--- src/rtl/ftfb_pkg.sv ---
// Shared constants, types and functions of the frequency to fnum converter.
package ftfb_pkg;

    localparam int MILLI_W    = 32;
    localparam int FACTOR_W   = 16;
    localparam int FNUM_W     = 10;
    localparam int BLOCK_W    = 3;
    localparam int SCALE_W    = 10;
    localparam int MHZ_W      = 23;
    localparam int D_W        = 26;
    localparam int D2_W       = D_W + 1;
    localparam int NUM_W      = 45;
    localparam int REM_W      = 37;
    localparam int LIM_SHIFT  = FNUM_W + 1;
    localparam int SH_W       = 5;

    localparam int FRONT_STAGES = 3;
    localparam int DIV_STEPS    = 2;
    localparam int DIV_STAGES   = FNUM_W / DIV_STEPS;
    localparam int N_STAGES     = FRONT_STAGES + DIV_STAGES;

    localparam logic [FACTOR_W-1:0] FACTOR_RESET = 16'd49716;
    localparam logic [MILLI_W-1:0]  TOP_MHZ      = 32'd6208431;
    localparam logic [SCALE_W-1:0]  D_SCALE      = 10'd1000;
    localparam logic [FNUM_W-1:0]   FNUM_MAX     = 10'd1023;
    localparam logic [BLOCK_W-1:0]  BLOCK_MAX    = 3'd7;
    localparam logic [SH_W-1:0]     SHIFT_BASE   = 5'd21;

    localparam logic [MILLI_W-1:0] BLOCK_FLOOR [7] = '{
        32'd3104215, 32'd1552107, 32'd776053, 32'd388026,
        32'd194013, 32'd97006, 32'd48503
    };

    typedef struct packed {
        logic zero;
        logic fsat;
    } t_flags;

    typedef struct packed {
        logic             qbit;
        logic [REM_W-1:0] rem;
    } t_step;

    // Highest octave block whose floor the frequency exceeds.
    function automatic logic [BLOCK_W-1:0] pick_block(input logic [MILLI_W-1:0] m);
        logic [BLOCK_W-1:0] b;
        b = '0;
        for (int i = 6; i >= 0; i--) begin
            if (m > BLOCK_FLOOR[i]) begin
                b = BLOCK_MAX - BLOCK_W'(i);
            end
        end
        return b;
    endfunction

    // One restoring division step against an already shifted divisor.
    function automatic t_step div_step(input logic [REM_W-1:0] rem,
                                       input logic [REM_W-1:0] dsh);
        t_step s;
        if (rem >= dsh) begin
            s.qbit = 1'b1;
            s.rem  = rem - dsh;
        end else begin
            s.qbit = 1'b0;
            s.rem  = rem;
        end
        return s;
    endfunction

endpackage

--- src/rtl/frequency_to_fnum_block.sv ---
// Frequency to fnum/block converter: a fully pipelined millihertz to OPL pitch translator.
//
// This block turns a note frequency in millihertz into the 10-bit frequency number and
// 3-bit octave block of an OPL-style FM chip. Zero gives block 0, fnum 0; anything above
// 6208431 mHz, or a conversion factor of zero, gives block 7, fnum 1023. Otherwise a
// chain of thresholds picks the block and fnum is m*2^(20-block)/(1000*factor) rounded
// half up; when that fnum does not fit in 10 bits the block is raised once, and if the
// block is already 7 the result saturates to block 7, fnum 1023. The block is an
// eight-stage pipeline: the first stage picks the block and forms the divisor with one
// 16x10 multiply, the second builds both candidate numerators, the third chooses the
// block and catches saturation, and five stages then each retire two quotient bits of a
// restoring divider. One request is taken every clock unless every stage is full and
// the output side is stalled; results pass through the stages in order. Each stage holds
// its data only while it is full and blocked, so bubbles collapse and a stalled result
// does not stop new requests from entering until every stage is occupied. The
// conversion factor register resets to 49716 and should only be written while the
// pipeline is empty; its write channel is always ready.
module frequency_to_fnum_block
    import ftfb_pkg::*;
(
    input  logic                i_clk,
    input  logic                i_rst_n,
    input  logic                i_cfg_valid,
    output logic                o_cfg_ready,
    input  logic [FACTOR_W-1:0] i_cfg_data,
    input  logic                i_in_valid,
    output logic                o_in_ready,
    input  logic [MILLI_W-1:0]  i_milli_hertz,
    output logic                o_out_valid,
    input  logic                i_out_ready,
    output logic [FNUM_W-1:0]   o_fnum_out,
    output logic [BLOCK_W-1:0]  o_block_out
);

    localparam int LAST = N_STAGES - 1;

    // Configuration register.
    logic [FACTOR_W-1:0] r_factor;

    assign o_cfg_ready = 1'b1;

    always_ff @(posedge i_clk) begin
        if (!i_rst_n) begin
            r_factor <= FACTOR_RESET;
        end else if (i_cfg_valid) begin
            r_factor <= i_cfg_data;
        end
    end

    // Per-stage valid bits and load enables. A stage loads when it is empty
    // or when the stage after it is moving.
    logic r_v [N_STAGES];
    logic en  [N_STAGES];

    always_comb begin
        en[LAST] = !r_v[LAST] || i_out_ready;
        for (int i = LAST - 1; i >= 0; i--) begin
            en[i] = !r_v[i] || en[i + 1];
        end
    end

    assign o_in_ready = en[0];

    always_ff @(posedge i_clk) begin
        if (!i_rst_n) begin
            for (int i = 0; i < N_STAGES; i++) begin
                r_v[i] <= 1'b0;
            end
        end else begin
            if (en[0]) begin
                r_v[0] <= i_in_valid;
            end
            for (int i = 1; i < N_STAGES; i++) begin
                if (en[i]) begin
                    r_v[i] <= r_v[i - 1];
                end
            end
        end
    end

    // Stage A: classify the frequency, pick the block, form the divisor.
    logic [MHZ_W-1:0]   r_a_mhz;
    logic [BLOCK_W-1:0] r_a_blk;
    logic [D_W-1:0]     r_a_d;
    t_flags             r_a_flags;

    logic [BLOCK_W-1:0] n_a_blk;
    logic [D_W-1:0]     n_a_d;
    t_flags             n_a_flags;

    always_comb begin
        n_a_flags.zero = (i_milli_hertz == '0);
        n_a_flags.fsat = !n_a_flags.zero &&
                         ((i_milli_hertz > TOP_MHZ) || (r_factor == '0));
        if (n_a_flags.fsat) begin
            n_a_blk = BLOCK_MAX;
        end else if (n_a_flags.zero) begin
            n_a_blk = '0;
        end else begin
            n_a_blk = pick_block(i_milli_hertz);
        end
        n_a_d = D_W'(r_factor) * D_W'(D_SCALE);
    end

    always_ff @(posedge i_clk) begin
        if (en[0]) begin
            r_a_mhz   <= i_milli_hertz[MHZ_W-1:0];
            r_a_blk   <= n_a_blk;
            r_a_d     <= n_a_d;
            r_a_flags <= n_a_flags;
        end
    end

    // Stage B: numerators for the chosen block and for the next block up,
    // the fit limit 2048*d, and the divisor 2*d.
    logic [NUM_W-1:0]   r_b_num0;
    logic [NUM_W-1:0]   r_b_num1;
    logic [REM_W-1:0]   r_b_lim;
    logic [D2_W-1:0]    r_b_d2;
    logic [BLOCK_W-1:0] r_b_blk;
    t_flags             r_b_flags;

    logic [NUM_W-1:0] n_b_sh;

    assign n_b_sh = NUM_W'(r_a_mhz) << (SHIFT_BASE - SH_W'(r_a_blk));

    always_ff @(posedge i_clk) begin
        if (en[1]) begin
            r_b_num0  <= n_b_sh + NUM_W'(r_a_d);
            r_b_num1  <= (n_b_sh >> 1) + NUM_W'(r_a_d);
            r_b_lim   <= REM_W'(r_a_d) << LIM_SHIFT;
            r_b_d2    <= {r_a_d, 1'b0};
            r_b_blk   <= r_a_blk;
            r_b_flags <= r_a_flags;
        end
    end

    // Stage C: decide whether fnum fits, raise the block once if not,
    // and saturate when the block is already 7 or even that is not enough.
    logic [REM_W-1:0]   r_c_rem;
    logic [D2_W-1:0]    r_c_d2;
    logic [BLOCK_W-1:0] r_c_blk;
    t_flags             r_c_flags;

    logic [REM_W-1:0]   n_c_rem;
    logic [BLOCK_W-1:0] n_c_blk;
    t_flags             n_c_flags;

    always_comb begin
        n_c_rem   = r_b_num0[REM_W-1:0];
        n_c_blk   = r_b_blk;
        n_c_flags = r_b_flags;
        if (!r_b_flags.zero && !r_b_flags.fsat &&
            (r_b_num0 >= NUM_W'(r_b_lim))) begin
            if (r_b_blk == BLOCK_MAX) begin
                n_c_flags.fsat = 1'b1;
            end else begin
                n_c_blk        = r_b_blk + BLOCK_W'(1);
                n_c_rem        = r_b_num1[REM_W-1:0];
                n_c_flags.fsat = (r_b_num1 >= NUM_W'(r_b_lim));
            end
        end
    end

    always_ff @(posedge i_clk) begin
        if (en[2]) begin
            r_c_rem   <= n_c_rem;
            r_c_d2    <= r_b_d2;
            r_c_blk   <= n_c_blk;
            r_c_flags <= n_c_flags;
        end
    end

    // Divider stages: each retires two quotient bits, most significant first.
    logic [REM_W-1:0]   r_rem   [DIV_STAGES];
    logic [D2_W-1:0]    r_d2    [DIV_STAGES];
    logic [FNUM_W-1:0]  r_q     [DIV_STAGES];
    logic [BLOCK_W-1:0] r_blk   [DIV_STAGES];
    t_flags             r_flags [DIV_STAGES];

    for (genvar j = 0; j < DIV_STAGES; j++) begin : g_div
        logic [REM_W-1:0]   s_rem_in;
        logic [D2_W-1:0]    s_d2_in;
        logic [FNUM_W-1:0]  s_q_in;
        logic [BLOCK_W-1:0] s_blk_in;
        t_flags             s_flags_in;
        logic [REM_W-1:0]   n_rem;
        logic [FNUM_W-1:0]  n_q;

        if (j == 0) begin : g_src_c
            assign s_rem_in   = r_c_rem;
            assign s_d2_in    = r_c_d2;
            assign s_q_in     = '0;
            assign s_blk_in   = r_c_blk;
            assign s_flags_in = r_c_flags;
        end else begin : g_src_div
            assign s_rem_in   = r_rem[j - 1];
            assign s_d2_in    = r_d2[j - 1];
            assign s_q_in     = r_q[j - 1];
            assign s_blk_in   = r_blk[j - 1];
            assign s_flags_in = r_flags[j - 1];
        end

        always_comb begin
            t_step st;
            n_rem = s_rem_in;
            n_q   = s_q_in;
            for (int s = 0; s < DIV_STEPS; s++) begin
                st    = div_step(n_rem, REM_W'(s_d2_in) <<
                                        (FNUM_W - 1 - (j * DIV_STEPS + s)));
                n_rem = st.rem;
                n_q   = {n_q[FNUM_W-2:0], st.qbit};
            end
        end

        always_ff @(posedge i_clk) begin
            if (en[FRONT_STAGES + j]) begin
                r_rem[j]   <= n_rem;
                r_d2[j]    <= s_d2_in;
                r_q[j]     <= n_q;
                r_blk[j]   <= s_blk_in;
                r_flags[j] <= s_flags_in;
            end
        end
    end

    // Output: special cases override the quotient.
    assign o_out_valid = r_v[LAST];
    assign o_block_out = r_blk[DIV_STAGES - 1];
    assign o_fnum_out  = r_flags[DIV_STAGES - 1].zero ? '0 :
                         r_flags[DIV_STAGES - 1].fsat ? FNUM_MAX :
                         r_q[DIV_STAGES - 1];

endmodule

--- config.mk ---
export PLATFORM = sky130hd
export DESIGN_NAME = frequency_to_fnum_block
export DESIGN_NICKNAME = d
export VERILOG_FILES = /design/src/rtl/ftfb_pkg.sv /design/src/rtl/frequency_to_fnum_block.sv
export SDC_FILE = /design/constraint.sdc
export NUM_CORES = 2
export LEC_CHECK = 0
export BUFFER_PORTS_ARGS = -buffer_cell sky130_fd_sc_hd__buf_4
export CORE_ASPECT_RATIO = 1.4
export CORE_MARGIN = 4
export CORE_UTILIZATION = 35
export CTS_CLUSTER_SIZE = 40
export DETAILED_ROUTE_END_ITERATION = 6
export MAX_ROUTING_LAYER = met4
export PLACE_DENSITY_LB_ADDON = 0.1
export SLEW_MARGIN = 25
export SYNTH_ARGS = -nofsm -noshare
export SYNTH_HDL_FRONTEND = slang
export SYNTH_SLANG_ARGS = --single-unit
--- constraint.sdc ---
create_clock -name i_clk -period 7.6 [get_ports i_clk]
set_input_delay 0 -clock i_clk [delete_from_list [all_inputs] [get_ports i_clk]]
set_output_delay 0 -clock i_clk [all_outputs]
set_load 0.02 [all_outputs]
==> flow_metrics.py <==
metrics = {
    "min_path": {
        "timing.hold.worst.start": "i_milli_hertz[24]",
        "holdCritPathClass": "in2reg",
        "whs_endpoint": "r_a_flags[1]",
        "timing.hold.worst_path_depth": 6,
    },
    "setup_path": {
        "r2r-start": "r_rem[0][81]",
        "regToRegEndpoint": "r_rem[0][122]",
        "worstSetupEndpointType": "flip-flop",
        "regToRegSetupSlack_ps": 360,
        "critPathLaunchType": "flip-flop",
        "critPathRequiredTime_ps": 7960,
        "timing.critical_path.fanout_max": 45,
        "critical_path.startpoint": "r_rem[0][81]",
        "crit_arrival_ps": 7600,
        "crit_type": "reg2reg",
        "worstRegToRegCells": 24,
    },
    "sta": {
        "hold_violations": 0,
        "setup_slack_ps": 361.1,
        "final_hold_slack_ps": 59.64,
        "period_needed_ps": 7239,
        "final_min_period_over_clock_period_pct": 95.25,
        "tightest_slew_ps": 899.0,
        "achievable-frequency_mhz": 138.1,
        "max-slew-margin-rel_pct": 39.51,
        "report.final.setup_viol": 0,
        "unrepaired_setup_endpoints_after_global_routing": "no",
        "slew_viol_final": 0,
        "finClkSkew_ps": 28.53,
        "total_negative_slack_for_setup_checks_ps": 0,
    },
    "clock_network": {
        "cts_root_buffer": "clkbuf_16",
        "cts_buffers": 61,
        "h-tree-depth": 2,
        "cts.reportedPaths.clkPinSlew_ps": 60,
        "postCtsSetupRepairBufs": 0,
        "worst_skew_pair.late_latency_ps": 640,
        "cts_tree": "yes",
        "clockBufferDepth": 3,
        "cts_sinks": 551,
    },
    "synth": {
        "yosys.area_share.simple_pct": 14.01,
        "syn_area_per_cell_sq_um": 10.17,
        "synth_largest_area_cell": "edfxtp_1",
        "ys_types": 90,
        "synthXorXnorAreaFrac_pct": 6.016,
        "postSynthRegisterBits": 551,
        "area_of_the_mapped_netlist_sq_um": 39750,
        "synth_seq_area_share_pct": 41.20,
        "synth-edff-count": 534,
        "ys_async_sr_fraction_pct": 0,
        "synthMostInstantiatedCell": "edfxtp_1",
        "ys.flop_type": "edfxtp_1",
        "synth.top_cell.area_share_pct": 40.34,
        "yosysWarningCount": 0,
        "synth_compound_area_share_pct": 14.96,
        "netlist_instances": 3908,
        "largest_family_of_logic_cells_by_synthesized_area": "adder cells",
        "netlist_top_cells_count": "edfxtp_1 (534), ha_1 (385), nand2_1 (356)",
        "yosys-mux-area-fraction_pct": 4.753,
        "top_post_synthesis_cells_by_area": "edfxtp_1 (40%), ha_1 (12%), xnor2_1 (4.0%), a21oi_1 (3.4%), nand2_1 (3.4%)",
        "synth_adder_area_share_pct": 15.39,
    },
    "global_route": {
        "grt_pass1_wl_mm": 168.9,
        "grt_start_max_net_pins": 66,
        "grt_remaining_overflow": 0,
        "first_global_vias": 31026,
        "grt_usage_pct": 18.56,
        "antenna_violations_before_repair": 0,
    },
    "die": {
        "vertical_extent_of_the_die_um": 406.7,
        "core_region_area_sq_um": 112900,
        "die_area_sq_um": 119100,
        "boundaryPins": 69,
        "rows": 146,
        "die-width_um": 292.8,
        "initial_utilization_pct": 35.21,
    },
    "finish": {
        "area_growth_pct": 14.15,
        "drive_gt1_share_pct": 9.674,
        "finish.net_count": 4628,
        "fill_count": 11226,
        "finalInstanceArea_sq_um": 45370,
    },
    "routing": {
        "post-route-drc-count": 0,
        "routed_wl_mm": 108.6,
        "drt-pass1-iter-count": 5,
        "detail_route.vias_per_cell": 5.163,
        "final_antenna_net_count": 0,
        "vias": 29206,
        "post_dr_wirelength_cell_um": 19.19,
        "drt_iter0_drc": 1024,
    },
    "place": {
        "gp_congestion": 0.8982,
        "buffer_ports.inserted": 67,
        "pre_cts_ws_ps": 315.5,
        "hpwl_mm": 90.27,
        "detailed_place.area_sq_um": 42540,
    },
    "outcome": {
        "status": "completed",
    },
    "job": {
        "max_cap_violations": 0,
    },
}
[cells by family (layout without fill, tap and decap cells)]
group / count (synthesis) / after routing
compound gates: 953 / 953
xor+xnor: 273 / 273
fa+ha+maj: 450 / 450
buf+inv: 373 / 627
flops: 551 / 551
mux: 153 / 153
other cells: 2 / 17
simple gates: 1153 / 1153
[flip-flops by register name (all words and copies together), names as in the netlist, 15 cells and up]
| signal | flops |
|---|---|
| r_b_num1 | 43 |
| r_d2 | 92 |
| g_div.s_rem_in | 37 |
| r_blk | 15 |
| r_factor | 16 |
| r_q | 30 |
| r_b_num0 | 45 |
| r_rem | 148 |
| r_a_mhz | 23 |
| r_b_d2 | 23 |
| g_div.s_d2_in | 23 |
| r_a_d | 23 |
[metal layers]
layer	vias to the layer above	global-route usage [%]	wire length [um]	share of wire (%)
met5	-	-	0	0
met4	0	10.35	7254	6.7
met3	248	1.574	1876	1.7
met2	365	38.15	63100	58
met1	13799	16.21	36350	33
li1	14794	-	-	-
[repair_timing]
item	in CTS	in global routing
hold buffers	82	0
endpoints found under the hold margin	59	0
resized for setup	0	0
setup endpoints to repair	0	0
[worst max-delay path by stage]
stage / to / cells after the start
global placement: r_rem[0][132] / 24
CTS: r_rem[0][122] / 24
global route: r_rem[0][122] / 24
detailed placement: r_rem[0][122] / 24
finish: r_rem[0][122] / 24
floorplan: r_rem[0][118] / 28
[stage by stage]
| step | utilization, % | instances |
|---|---|---|
| 2_1_floorplan | - | 3922 |
| 5_1_grt | 40.19 | 5656 |
| 4_1_cts | 40.18 | 5656 |
| 3_5_place_dp | 37.68 | 5460 |
| 3_3_place_gp | 37.68 | 5460 |
| 6_report | 40.19 | 5657 |
[worst max-delay path, stage by stage, from the launching register on]
cell	delay, ps
edfxtp_1	390
inv_1	70
ha_1	160
inv_1	50
fa_1	420
a211oi_1	350
o21ai_0	250
a41o_1	320
a211oi_1	290
nor2_1	90
nor2b_1	290
inv_1	220
a21oi_1	250
ha_1	270
nor2b_1	140
o31a_1	290
o311a_1	400
a221o_1	420
a221oi_4	310
a21oi_1	200
a221o_1	390
or2_0	370
nor4_4	360
buf_12	250
mux2_1	360
[area by class of cell]
type                    instances  area, sq um  area share [%]
multi-input cells            2998        22040           48.57
flip-flops and latches        551        16380           36.09
repair buffers                238         2067           4.556
well taps                    1480         1852           4.081
clock buffers                  70         1560           3.439
inverters                     275         1032           2.275
clock inverters                44        444.2          0.9790
diodes                          1        2.502        0.005515
[placed cells by master, fill, tap and decap left out, drive strengths merged, types with 18 or more instances in the layout]
master,Yosys,routed
and3,35,35
nand2b,39,39
mux2i,38,38
fa,65,65
and2,28,28
xnor2,182,182
nor4,49,49
mux2,96,96
o211ai,19,19
xor2,91,91
a21oi,272,272
nor2,278,278
nand4,59,59
clkbuf,71,70
buf,27,156
clkinv,1,28
or3,21,21
mux4,19,19
o21bai,34,34
inv,274,281
edfxtp,534,534
a21o,106,106
a211oi,26,26
o31ai,36,36
nand3,72,72
o21a,58,58
or2,18,18
o21ai,262,262
dlygate4sd3,0,82
a31oi,32,32
nor3,92,92
nand2,356,356
nor2b,53,53
ha,385,385
Power is left out: the tool's default activity adds up to more than one toggle a clock period on the data nets, which glitch-free logic cannot reach.
